--- src/sv/ldcm_pkg.sv ---
`timescale 1ns / 1ps
// Shared types, constants and helpers for the lens distortion coordinate map.
package ldcm_pkg;

    localparam int IMG_WIDTH_DEF       = 1280;
    localparam int IMG_HEIGHT_DEF      = 1024;
    localparam int CENTER_X_DEF        = 640;
    localparam int CENTER_Y_DEF        = 512;
    localparam int COEF_FRAC_BITS_DEF  = 24;
    localparam int COORD_FRAC_BITS_DEF = 28;
    localparam int QUEUE_DEPTH_DEF     = 4;

    localparam int ROW_W   = 10;
    localparam int COL_W   = 11;
    localparam int FOCAL_W = 13;
    localparam int COEF_W  = 32;
    localparam int WORD_W  = 32;
    localparam int CFG_ADDR_W = 3;
    localparam int IN_DATA_W  = 24;
    localparam int OUT_DATA_W = 24;

    typedef enum logic [CFG_ADDR_W-1:0] {
        REG_FOCAL_X = 3'd0,
        REG_FOCAL_Y = 3'd1,
        REG_K1      = 3'd2,
        REG_K2      = 3'd3,
        REG_K3      = 3'd4,
        REG_P1      = 3'd5,
        REG_P2      = 3'd6
    } ldcm_reg_t;

    typedef struct packed {
        logic [FOCAL_W-1:0]       focal_x;
        logic [FOCAL_W-1:0]       focal_y;
        logic signed [COEF_W-1:0] k1;
        logic signed [COEF_W-1:0] k2;
        logic signed [COEF_W-1:0] k3;
        logic signed [COEF_W-1:0] p1;
        logic signed [COEF_W-1:0] p2;
    } ldcm_cfg_t;

    // normalized coordinate pair handed from front to back
    typedef struct packed {
        logic signed [WORD_W-1:0] x;
        logic signed [WORD_W-1:0] y;
    } ldcm_norm_t;

    typedef struct packed {
        logic push;
        logic full;
    } ldcm_qctl_t;

    localparam logic signed [63:0] SAT_MAX = 64'sd2147483647;
    localparam logic signed [63:0] SAT_MIN = -64'sd2147483648;

    function automatic logic signed [WORD_W-1:0] sat32(input logic signed [63:0] v);
        logic signed [WORD_W-1:0] r;
        if (v > SAT_MAX) begin
            r = 32'sh7FFFFFFF;
        end else if (v < SAT_MIN) begin
            r = 32'sh80000000;
        end else begin
            r = v[WORD_W-1:0];
        end
        return r;
    endfunction

endpackage

--- src/sv/ldcm_fifo.sv ---
`timescale 1ns / 1ps
// Short queue between the front and back ends.
module ldcm_fifo #(
    parameter int DEPTH = ldcm_pkg::QUEUE_DEPTH_DEF
) (
    input  logic                 aclk,
    input  logic                 aresetn,
    input  ldcm_pkg::ldcm_qctl_t qctl_in,
    input  ldcm_pkg::ldcm_norm_t wr_item,
    output logic                 full,
    input  logic                 pop,
    output logic                 empty,
    output ldcm_pkg::ldcm_norm_t rd_item
);
    import ldcm_pkg::*;

    localparam int AW = (DEPTH > 1) ? $clog2(DEPTH) : 1;

    ldcm_norm_t      mem [DEPTH];
    logic [AW-1:0]   wptr_reg, rptr_reg;
    logic [AW:0]     cnt_reg;
    logic            do_pop;

    assign full   = (cnt_reg == (AW+1)'(DEPTH));
    assign empty  = (cnt_reg == '0);
    assign do_pop = pop && !empty;
    assign rd_item = mem[rptr_reg];

    always_ff @(posedge aclk) begin
        if (!aresetn) begin
            wptr_reg <= '0;
            rptr_reg <= '0;
            cnt_reg  <= '0;
        end else begin
            if (qctl_in.push) begin
                wptr_reg <= (wptr_reg == AW'(DEPTH-1)) ? '0 : wptr_reg + 1'b1;
            end
            if (do_pop) begin
                rptr_reg <= (rptr_reg == AW'(DEPTH-1)) ? '0 : rptr_reg + 1'b1;
            end
            cnt_reg <= cnt_reg + (AW+1)'(qctl_in.push) - (AW+1)'(do_pop);
        end
    end

    always_ff @(posedge aclk) begin
        if (qctl_in.push) begin
            mem[wptr_reg] <= wr_item;
        end
    end

endmodule

--- config.mk ---
export PLATFORM = sky130hd
export DESIGN_NAME = ldcm_fifo
export DESIGN_NICKNAME = d
export VERILOG_FILES = /design/src/sv/ldcm_pkg.sv /design/src/sv/ldcm_fifo.sv
export SDC_FILE = /design/constraint.sdc
export NUM_CORES = 1
export LEC_CHECK = 0
export BUFFER_PORTS_ARGS = -buffer_cell sky130_fd_sc_hd__buf_2
export CORE_ASPECT_RATIO = 0.8
export CORE_UTILIZATION = 61
export DETAILED_ROUTE_END_ITERATION = 10
export GPL_TIMING_DRIVEN = 0
export PLACE_DENSITY = 0.84
export SETUP_SLACK_MARGIN = 0.1
export SLEW_MARGIN = 10
export SYNTH_ARGS = -nofsm -noshare
export SYNTH_HDL_FRONTEND = slang
export SYNTH_SLANG_ARGS = --single-unit
export TNS_END_PERCENT = 10
--- constraint.sdc ---
create_clock -name aclk -period 5.3 [get_ports aclk]
set_input_delay 0.53 -clock aclk [delete_from_list [all_inputs] [get_ports aclk]]
set_output_delay 0.53 -clock aclk [all_outputs]
set_load 0.02 [all_outputs]
==> flow_summary_export.csv, run 1 <==
group,metric,value,unit
yosys,synth_top_area_share,78.6,%
critical_path,critPathArrivalTime,1980,ps
place,hpwl,10.3,mm
power_and_ir_drop,swShare,25.1,%
clock_tree,h-tree-depth,1,
cells_and_area,final-instance-count-excl-fill,770,
timing,finalHoldViolCount,0,
power_and_ir_drop,clock_power_share,33.1,%
clock_tree,tritoncts,"built",
clock_tree,post_cts_buffers,0,
min_path,hold_class,"in2reg",
power_and_ir_drop,leakage,3.98,nW
clock_tree,cts_root_buf,"clkbuf_16",
floorplanning,fp-row-count,40,
cells_and_area,syn2layout_area_growth,18.7,%
timing,fin_setup_tns,0,ps
yosys,synth_top_cell_by_area,"edfxtp_1",
routing,drt-vias-per-instance,5.77,
grt,grt_max_degree,37,
timing,setup_viol,0,
timing,rsz0062_at_grt,"no",
yosys,synth_area,9780,sq um
critical_path,r2r_start,"cnt_reg[1]",
timing,post-route-period-util,47.4,%
timing,relSlewSlack,67.4,%
routing,drt_first_pass_iters,4,
timing,final_max_slew_viol_count,0,
yosys,synth_nets,456,
yosys,synth_seq_cells,265,
yosys,syn_inst,379,
cells_and_area,fin_area,11600,sq um
yosys,synth_compound_area_share,0.141,%
yosys,synth_xor_area_share,0.230,%
critical_path,critPathLaunchType,"flop",
yosys,synth_area_leaders,"edfxtp_1 79%, mux4_2 14%, dfxtp_1 1.8%",
cells_and_area,largest_register_ff_count,256,
grt,grt_pass1_vias,4657,
min_path,min_to,"mem[1][19]",
flow_run,drv_cap,0,
power_and_ir_drop,comb_power_share,20.9,%
clock_tree,clock_path_buffers,3,
grt,antenna_found_initial,0,
power_and_ir_drop,p_per_area,456,nW/um^2
min_path,min_path_cells,1,
power_and_ir_drop,total_power,5.29,mW
yosys,synthSimpleGateAreaFrac,0.921,%
run_status,status,"finished clean",
cells_and_area,diodes,0,
critical_path,r2r_end,"cnt_reg[2]",
timing,timing.fmax,398,MHz
timing,skew,16.7,ps
critical_path,worstPathRequired,4770,ps
min_path,min-delay-start,"wr_item[19]",
clock_tree,path_clk_slew,60,ps
yosys,synth_mux_area_share,15.2,%
grt,grt_use_total,21.6,%
floorplanning,boundaryPins,135,
yosys,synth_top_family_by_area,"multiplexers",
routing,drc,0,
critical_path,r2r.worst_path.cells,8,
place,place_inst,726,
routing,wl,16.9,mm
place,place_area,10800,sq um
grt,grt_pass1_wl,26.1,mm
cells_and_area,final_common_cell,"edfxtp_1",
clock_tree,hold_buffers,0,
cells_and_area,nNetsFinal,619,
cells_and_area,final_util,75.8,%
power_and_ir_drop,irDropWorstVdd,0.356,mV
yosys,synthAdderAreaFrac,1.10,%
routing,via_count,4445,
place,place.gp.congestion,0.731,
timing,worst_slack,2790,ps
yosys,avgSynthCellArea,25.8,sq um
yosys,yosys_warnings,0,
timing,min_period,2510,ps
power_and_ir_drop,sequentialPowerShare,46.0,%
floorplanning,die_w,144,um
critical_path,endpoint_kind,"output port",
cells_and_area,drive_above_1_share,44.8,%
timing,hold_ws,231,ps
floorplanning,start_util,63.8,%
routing,drt_iter0_drc,267,
place,port_buffers,133,
cells_and_area,layout_common_cells,"256 x edfxtp_1, 139 x buf_2, 60 x mux4_2, 25 x clkbuf_16, 10 x buf_12",
grt,overflow,0,
place,dp_worst_setup_slack,3190,ps
critical_path,r2r_setup_slack,3250,ps
yosys,synth-seq-area-share,80.5,%
clock_tree,cts_buffers,24,
routing,ant_nets,0,
timing,worst_slew_pin_slew,490,ps
power_and_ir_drop,intPower,3.96,mW
critical_path,crit_path_max_fanout,10,
clock_tree,cts_sinks,265,
clock_tree,cts-resized-gates,0,
critical_path,crit_type,"reg2out",
routing,wl_per_cell,21.9,um
floorplanning,die_area,16500,sq um
yosys,ys_types,22,
clock_tree,clk_latency,510,ps
floorplanning,core,15300,sq um
power_and_ir_drop,power_switching,1.33,mW
floorplanning,fp.dieH,115,um
-- critical path: stages (launching register included) --
cell and delay, ps:
dfxtp_1 300, clkbuf_2 260, buf_2 340, mux4_2 380, buf_2 180
-- power by group through the flow --
stage               logic, mW  clock network (mW)  registers [mW]
global route             1.19                1.85            2.44
CTS                      1.13                1.78            2.44
global placement         1.09                   0            2.48
floorplan               0.803                   0            2.47
detailed placement       1.12                   0            2.48
finish                   1.11                1.75            2.43
-- cell families after synthesis --
group,count (synthesis)
buffers and inverters,20
AND/OR/NAND/NOR,16
adder cells (fa/ha/maj),8
flip-flops,265
AO/OA/AOI/OAI,2
XOR/XNOR,1
multiplexers,67
-- Yosys cell counts --
cell type	instances
edfxtp_1	256
mux4_2	60
dfxtp_1	9
ha_1	7
buf_12	6
buf_2	6
inv_1	6
and2_1	5
mux4_1	4
mux2i_1	3
nand2_1	3
nor2_1	3
or3b_2	2
a21oi_1	1
buf_6	1
clkbuf_2	1
fa_1	1
nand2b_1	1
nor3_1	1
nor3b_1	1
o31a_1	1
xnor3_1	1
-- worst max path at each step --
stage	end	slack (ps)	depth (start not counted)	startpoint
3_3_place_gp	mem[3][28]	1630	2	qctl_in[1]
5_1_grt	rd_item[58]	2710	4	flop
6_report	rd_item[9]	2790	4	flop
3_5_place_dp	cnt_reg[2]	3190	9	pop
2_1_floorplan	mem[0][0]	2830	3	wptr_reg[0]
4_1_cts	rd_item[9]	2770	4	flop
-- metal layers --
metal,wire length (um),vias up,GRT usage (%)
met5,0,-,0
met4,307,0,5.53
met3,1230,29,4.21
met2,8370,174,35.5
met1,6940,2286,30.5
li1,-,1956,-
-- cell type report --
class	count	area, sq um
multi-input cells	94	1730
inverters	6	22.5
clock buffers	28	637
clock inverters	16	174
fillers	860	3710
repair buffers	137	746
flip-flops and latches	265	7870
well taps	210	263
plain buffers	14	166
Power figures use the tool's default switching activity.
==> inputs of run 2 (changes only) <==
ABC_AREA = 1   (was default)
CORE_UTILIZATION = 51   (was 61)
PLACE_DENSITY = 0.75   (was 0.84)
clock period = 2.3 ns   (was 5.3 ns; I/O delays follow)
==> run 2 against run 1 <==
Compared with the run above: synthesized cell count up 81%; clock power up 120%; highest routed layer unchanged; sequential power up 130%; synthesized area up 2.2%; critical path depth up 1; final cell count up 55%; sequential share of layout area down 5.2 points; non-clock buffer count up 94; total power rose to 2.6 times the previous value; sequential cell count unchanged.
==> flow_summary_export.csv, run 2 <==
group,metric,value,unit
cells_and_area,largest_register_ff_count,256,
critical_path,critPathArrivalTime,1910,ps
yosys,ys_types,22,
yosys,yosysMostFrequentCell,"edfxtp_1",
power_and_ir_drop,p_per_area,1090,nW/um^2
cells_and_area,multi_input_area,1770,sq um
place,hpwl,12.6,mm
power_and_ir_drop,swShare,32.9,%
critical_path,critical_path.max_stage_delay,370,ps
timing,relSlewSlack,68.6,%
yosys,ys_dominant_reg_cell,"edfxtp_1",
yosys,synth-seq-area-share,78.7,%
floorplanning,die_area,20200,sq um
timing,final_max_slew_viol_count,0,
routing,drt_first_pass_iters,5,
place,port_buffers,133,
floorplanning,die_w,158,um
timing,skew,11.3,ps
timing,worst_slack,158,ps
yosys,synthArstFlopShare,0,%
clock_tree,post_cts_buffers,0,
floorplanning,boundaryPins,135,
critical_path,cp_slowest_cell,"dfxtp_1",
cells_and_area,fill_cells,1340,
yosys,yosys_warnings,0,
grt,grt_max_degree,55,
timing,worst_slew_pin_slew,470,ps
cells_and_area,diodes,0,
floorplanning,start_util,52.4,%
routing,drt-vias-per-instance,5.32,
grt,grt_pass1_wl,32.9,mm
yosys,synth_area_leaders,"edfxtp_1 77%, nor2_1 5.1%, o22ai_1 4.0%",
timing,rsz0062_at_grt,"yes",
clock_tree,h-tree-depth,1,
min_path,hold_class,"in2reg",
power_and_ir_drop,total_power,13.7,mW
place,dp_worst_setup_slack,90.0,ps
yosys,synth_area,9990,sq um
power_and_ir_drop,sequentialPowerShare,41.2,%
critical_path,path_common_cell,"buf_2",
cells_and_area,seq_area,7870,sq um
clock_tree,clk_latency,510,ps
grt,overflow,0,
timing,finalHoldViolCount,0,
power_and_ir_drop,leakage,4.57,nW
power_and_ir_drop,clock_power_share,28.3,%
routing,wl,21.9,mm
clock_tree,cts_buffers,25,
yosys,yosys-top-cells-count,"256 x edfxtp_1, 137 x nor2_1, 73 x o21ai_0",
critical_path,critPathLaunchType,"flop",
clock_tree,clock_path_buffers,3,
timing,fin_setup_tns,0,ps
routing,ant_nets,0,
routing,drc,0,
cells_and_area,syn2layout_area_growth,25.8,%
routing,via_count,6334,
floorplanning,core,19100,sq um
grt,grt_use_total,21.6,%
critical_path,worstPathRequired,2070,ps
critical_path,crit_path_max_fanout,10,
yosys,avgSynthCellArea,14.6,sq um
timing,post-route-period-util,93.1,%
yosys,synth_top_area_share,76.9,%
cells_and_area,drive_above_1_share,24.3,%
routing,drt_iter0_drc,519,
clock_tree,cts_root_buf,"clkbuf_16",
critical_path,endpoint_kind,"output port",
timing,timing.fmax,467,MHz
place,place.gp.congestion,0.753,
power_and_ir_drop,intPower,9.22,mW
grt,antenna_found_initial,0,
yosys,syn_inst,685,
power_and_ir_drop,comb_power_share,30.5,%
grt,grt_pass1_vias,6400,
cells_and_area,layout_common_cells,"256 x edfxtp_1, 143 x buf_2, 137 x nor2_1, 73 x o21ai_0, 65 x dlygate4sd3_1",
power_and_ir_drop,power_switching,4.53,mW
yosys,synth_nets,762,
yosys,synth_edf_count,256,
critical_path,crit_chain,"buf_4 -> buf_2 -> o21ai_0 -> o22ai_1 -> buf_2",
cells_and_area,nNetsFinal,993,
floorplanning,fp.dieH,127,um
timing,setup_viol,0,
power_and_ir_drop,irDropWorstVdd,0.763,mV
yosys,synth_top_cell_by_area,"edfxtp_1",
run_status,status,"finished clean",
clock_tree,tritoncts,"built",
yosys,synth_seq_cells,265,
clock_tree,cts_sinks,265,
routing,wl_per_cell,18.4,um
floorplanning,fp-row-count,45,
critical_path,crit_type,"reg2out",
cells_and_area,final_common_cell,"edfxtp_1",
flow_run,drv_cap,0,
timing,min_period,2140,ps
clock_tree,path_clk_slew,60,ps
## run 2: power groups by stage
stage	registers (mW)	clock network [mW]	logic [mW]
after floorplan	5.75	0	2.60
after global placement	5.76	0	3.92
after detailed placement	5.75	0	4.01
after CTS	5.65	3.94	4.13
after global routing	5.68	4.12	4.57
final	5.66	3.89	4.19
## run 2: cell families after synthesis
| group | count (synthesis) | synth area share (%) |
|---|---|---|
| AOI/OAI and AO/OA | 197 | 10.7 |
| xor gates and xnor gates | 1 | 0.0877 |
| adders and majority gates | 8 | 1.08 |
| buffers and inverters | 62 | 3.66 |
| DFF | 265 | 78.7 |
| and+or+nand+nor | 152 | 5.75 |
## run 2: routing by layer
layer / share of wire, % / vias up / GRT usage [%]
li1: - / 3024 / -
met1: 43 / 3030 / 28.9
met2: 48 / 249 / 36.8
met3: 7.7 / 31 / 4.07
met4: 1.5 / 0 / 5.15
met5: 0 / - / 0
## run 2: critical path: cells and delay by family, from the launching register on
kind	cells	cell delay [ps]
flops	1	370
compound gates	2	370
buf+inv	3	660
## run 2: timing repair
item                                    CTS  global route
gates resized for setup                   3            37
endpoints found under the hold margin   260             0
endpoints found under the setup margin   88            78
hold buffers                             65             0
pin swaps                                 0             0
cloned                                    1             1
## run 2: final timing paths
check	startpoint	end	slack (ps)	cells after the start
setup / recovery	flop	rd_item[1]	160	5
hold / removal	qctl_in[1]	cnt_reg[0]	40	4
setup reg to reg	wptr_reg[0]	mem[2][27]	180	5
hold reg to reg	rptr_reg[1]	flop	520	2
## run 2: per-stage QoR
stage | instances | utilization (%) | cell area [sq um] | hold WS [ps]
after global placement | 1076 | 57.5 | 11000 | 442
after floorplan | 685 | - | 10000 | 328
after detailed placement | 1080 | 58.1 | 11100 | 446
final | 1191 | 65.9 | 12600 | 44.7
after CTS | 1190 | 65.6 | 12500 | 25.8
after global routing | 1191 | 65.9 | 12600 | 49.4
## run 2: area by class of cell
| type | instances | share of cell area (%) |
|---|---|---|
| sequential | 265 | 62.6 |
| tap | 258 | 2.57 |
| timing repair buffer | 203 | 11.3 |
| multi-input combinational | 358 | 14.1 |
| buffer | 42 | 2.49 |
| clock inverter | 14 | 1.03 |
| inverter | 20 | 0.736 |
| clock buffer | 30 | 5.12 |
| timing repair inverter | 1 | 0.0597 |
==> inputs of run 3 (changes only) <==
HOLD_SLACK_MARGIN = 0.15   (was default)
==> run 3 against run 2 <==
Compared with the run above: worst hold slack improved by 420 ps; clock-buffer cell count unchanged; critical path depth increased by 2; final cell count increased by 0.25%; global-route usage about the same; largest power group unchanged.
==> flow_summary_export.csv, run 3 (synthesized netlist as in run 2, its figures left out) <==
group,metric,value,unit
run_status,status,"finished clean",
clock_tree,tritoncts,"built",
timing,relSlewSlack,68.5,%
routing,via_count,6356,
power_and_ir_drop,irDropWorstVdd,0.755,mV
timing,worst_slack,151,ps
flow_run,drv_cap,0,
grt,grt_pass1_vias,6421,
clock_tree,post_cts_buffers,0,
critical_path,r2r.worst_path.cells,5,
timing,min_period,2150,ps
critical_path,worstPathRequired,2070,ps
power_and_ir_drop,leakage,4.58,nW
grt,grt_pass1_wl,33.0,mm
critical_path,critPathLaunchType,"flop",
cells_and_area,nNetsFinal,996,
place,place.gp.congestion,0.753,
grt,grt_use_total,21.7,%
critical_path,crit_path_max_fanout,10,
critical_path,endpoint_kind,"output port",
clock_tree,cts_buffers,25,
min_path,min_path_cells,2,
place,dp_worst_setup_slack,90.0,ps
cells_and_area,final_common_cell,"edfxtp_1",
place,port_buffers,133,
floorplanning,fp-row-count,45,
floorplanning,start_util,52.4,%
timing,rsz0062_at_grt,"yes",
cells_and_area,largest_register_ff_count,256,
routing,drc,0,
critical_path,critPathArrivalTime,1920,ps
timing,worst_slew_pin_slew,472,ps
floorplanning,boundaryPins,135,
clock_tree,h-tree-depth,1,
cells_and_area,drive_above_1_share,24.3,%
clock_tree,cts_sinks,265,
timing,finalHoldViolCount,0,
cells_and_area,syn2layout_area_growth,26.1,%
timing,post-route-period-util,93.4,%
min_path,hold_class,"in2reg",
timing,timing.fmax,465,MHz
cells_and_area,diodes,0,
critical_path,crit_type,"reg2out",
routing,drt_first_pass_iters,7,
place,hpwl,12.6,mm
clock_tree,clk_latency,510,ps
cells_and_area,fin_area,12600,sq um
floorplanning,die_w,158,um
power_and_ir_drop,p_per_area,1090,nW/um^2
grt,overflow,0,
floorplanning,fp.dieH,127,um
cells_and_area,layout_common_cells,"256 x edfxtp_1, 143 x buf_2, 137 x nor2_1, 73 x o21ai_0, 68 x dlygate4sd3_1",
floorplanning,die_area,20200,sq um
clock_tree,clock_path_buffers,3,
routing,wl_per_cell,18.4,um
timing,setup_viol,0,
clock_tree,cts_root_buf,"clkbuf_16",
cells_and_area,fill_cells,1332,
place,place_area,11100,sq um
routing,drt_iter0_drc,503,
grt,grt_max_degree,55,
timing,skew,9.68,ps
routing,drt-vias-per-instance,5.32,
floorplanning,core,19100,sq um
grt,antenna_found_initial,0,
timing,final_max_slew_viol_count,0,
routing,ant_nets,0,
power_and_ir_drop,total_power,13.8,mW
clock_tree,path_clk_slew,60,ps
routing,wl,22.0,mm
-- run 3: cell count changes in the layout (fill, tap and decap cells not counted), sizes merged --
cell,before,now
dlygate4sd3,65,68
-- run 3: routing by layer --
layer	vias to the layer above	wire (um)	global-route usage, %
met3	34	1710	4.07
met2	256	10600	36.8
li1	3031	-	-
met1	3035	9360	29.0
met5	-	0	0
met4	0	339	5.15
-- run 3: timing repair --
| action | 4_1_cts | 5_1_grt |
|---|---|---|
| gates cloned | 1 | 1 |
| hold buffers | 68 | 0 |
| endpoints found under the setup margin | 88 | 79 |
| hold endpoints to repair | 265 | 0 |
| gates resized for setup | 3 | 37 |
-- run 3: worst paths after layout --
path | slack, ps | startpoint | to
worst max-delay path | 150 | flop | rd_item[46]
worst min-delay path | 460 | wr_item[24] | mem[3][24]
worst max register to register | 200 | wptr_reg[0] | mem[2][27]
worst min register to register | 520 | rptr_reg[1] | flop
-- run 3: final cells by class --
cell class / instances / area [sq um] / area share [%]
plain buffers: 42 / 313 / 2.48
multi-input cells: 358 / 1770 / 14.1
repair buffers: 206 / 1450 / 11.5
flip-flops and latches: 265 / 7870 / 62.4
inverters: 20 / 92.6 / 0.735
clock inverters: 14 / 130 / 1.03
well taps: 258 / 323 / 2.56
repair inverters: 1 / 7.51 / 0.0596
clock buffers: 30 / 644 / 5.11
-- run 3: per-stage QoR --
stage | setup TNS (ps) | util (%) | instances | hold slack, ps
6_report | 0 | 66.0 | 1194 | 464
5_1_grt | 0 | 66.0 | 1194 | 458
4_1_cts | 0 | 65.8 | 1193 | 445
3_5_place_dp | 0 | 58.1 | 1080 | 446
3_3_place_gp | -186020 | 57.5 | 1076 | 442
2_1_floorplan | 0 | - | 685 | 328
-- run 3: critical path, cell delays in order (launching register included) --
cell and delay [ps]:
dfxtp_2 350, buf_6 150, inv_4 60, buf_6 140
buf_4 200, nor2_1 60, o22ai_1 230, buf_2 210
-- run 3: report_power, final --
part / switching (mW) / internal (mW)
Combinational: 2.78 / 1.44
Clock: 1.67 / 2.23
Sequential: 0.0883 / 5.57
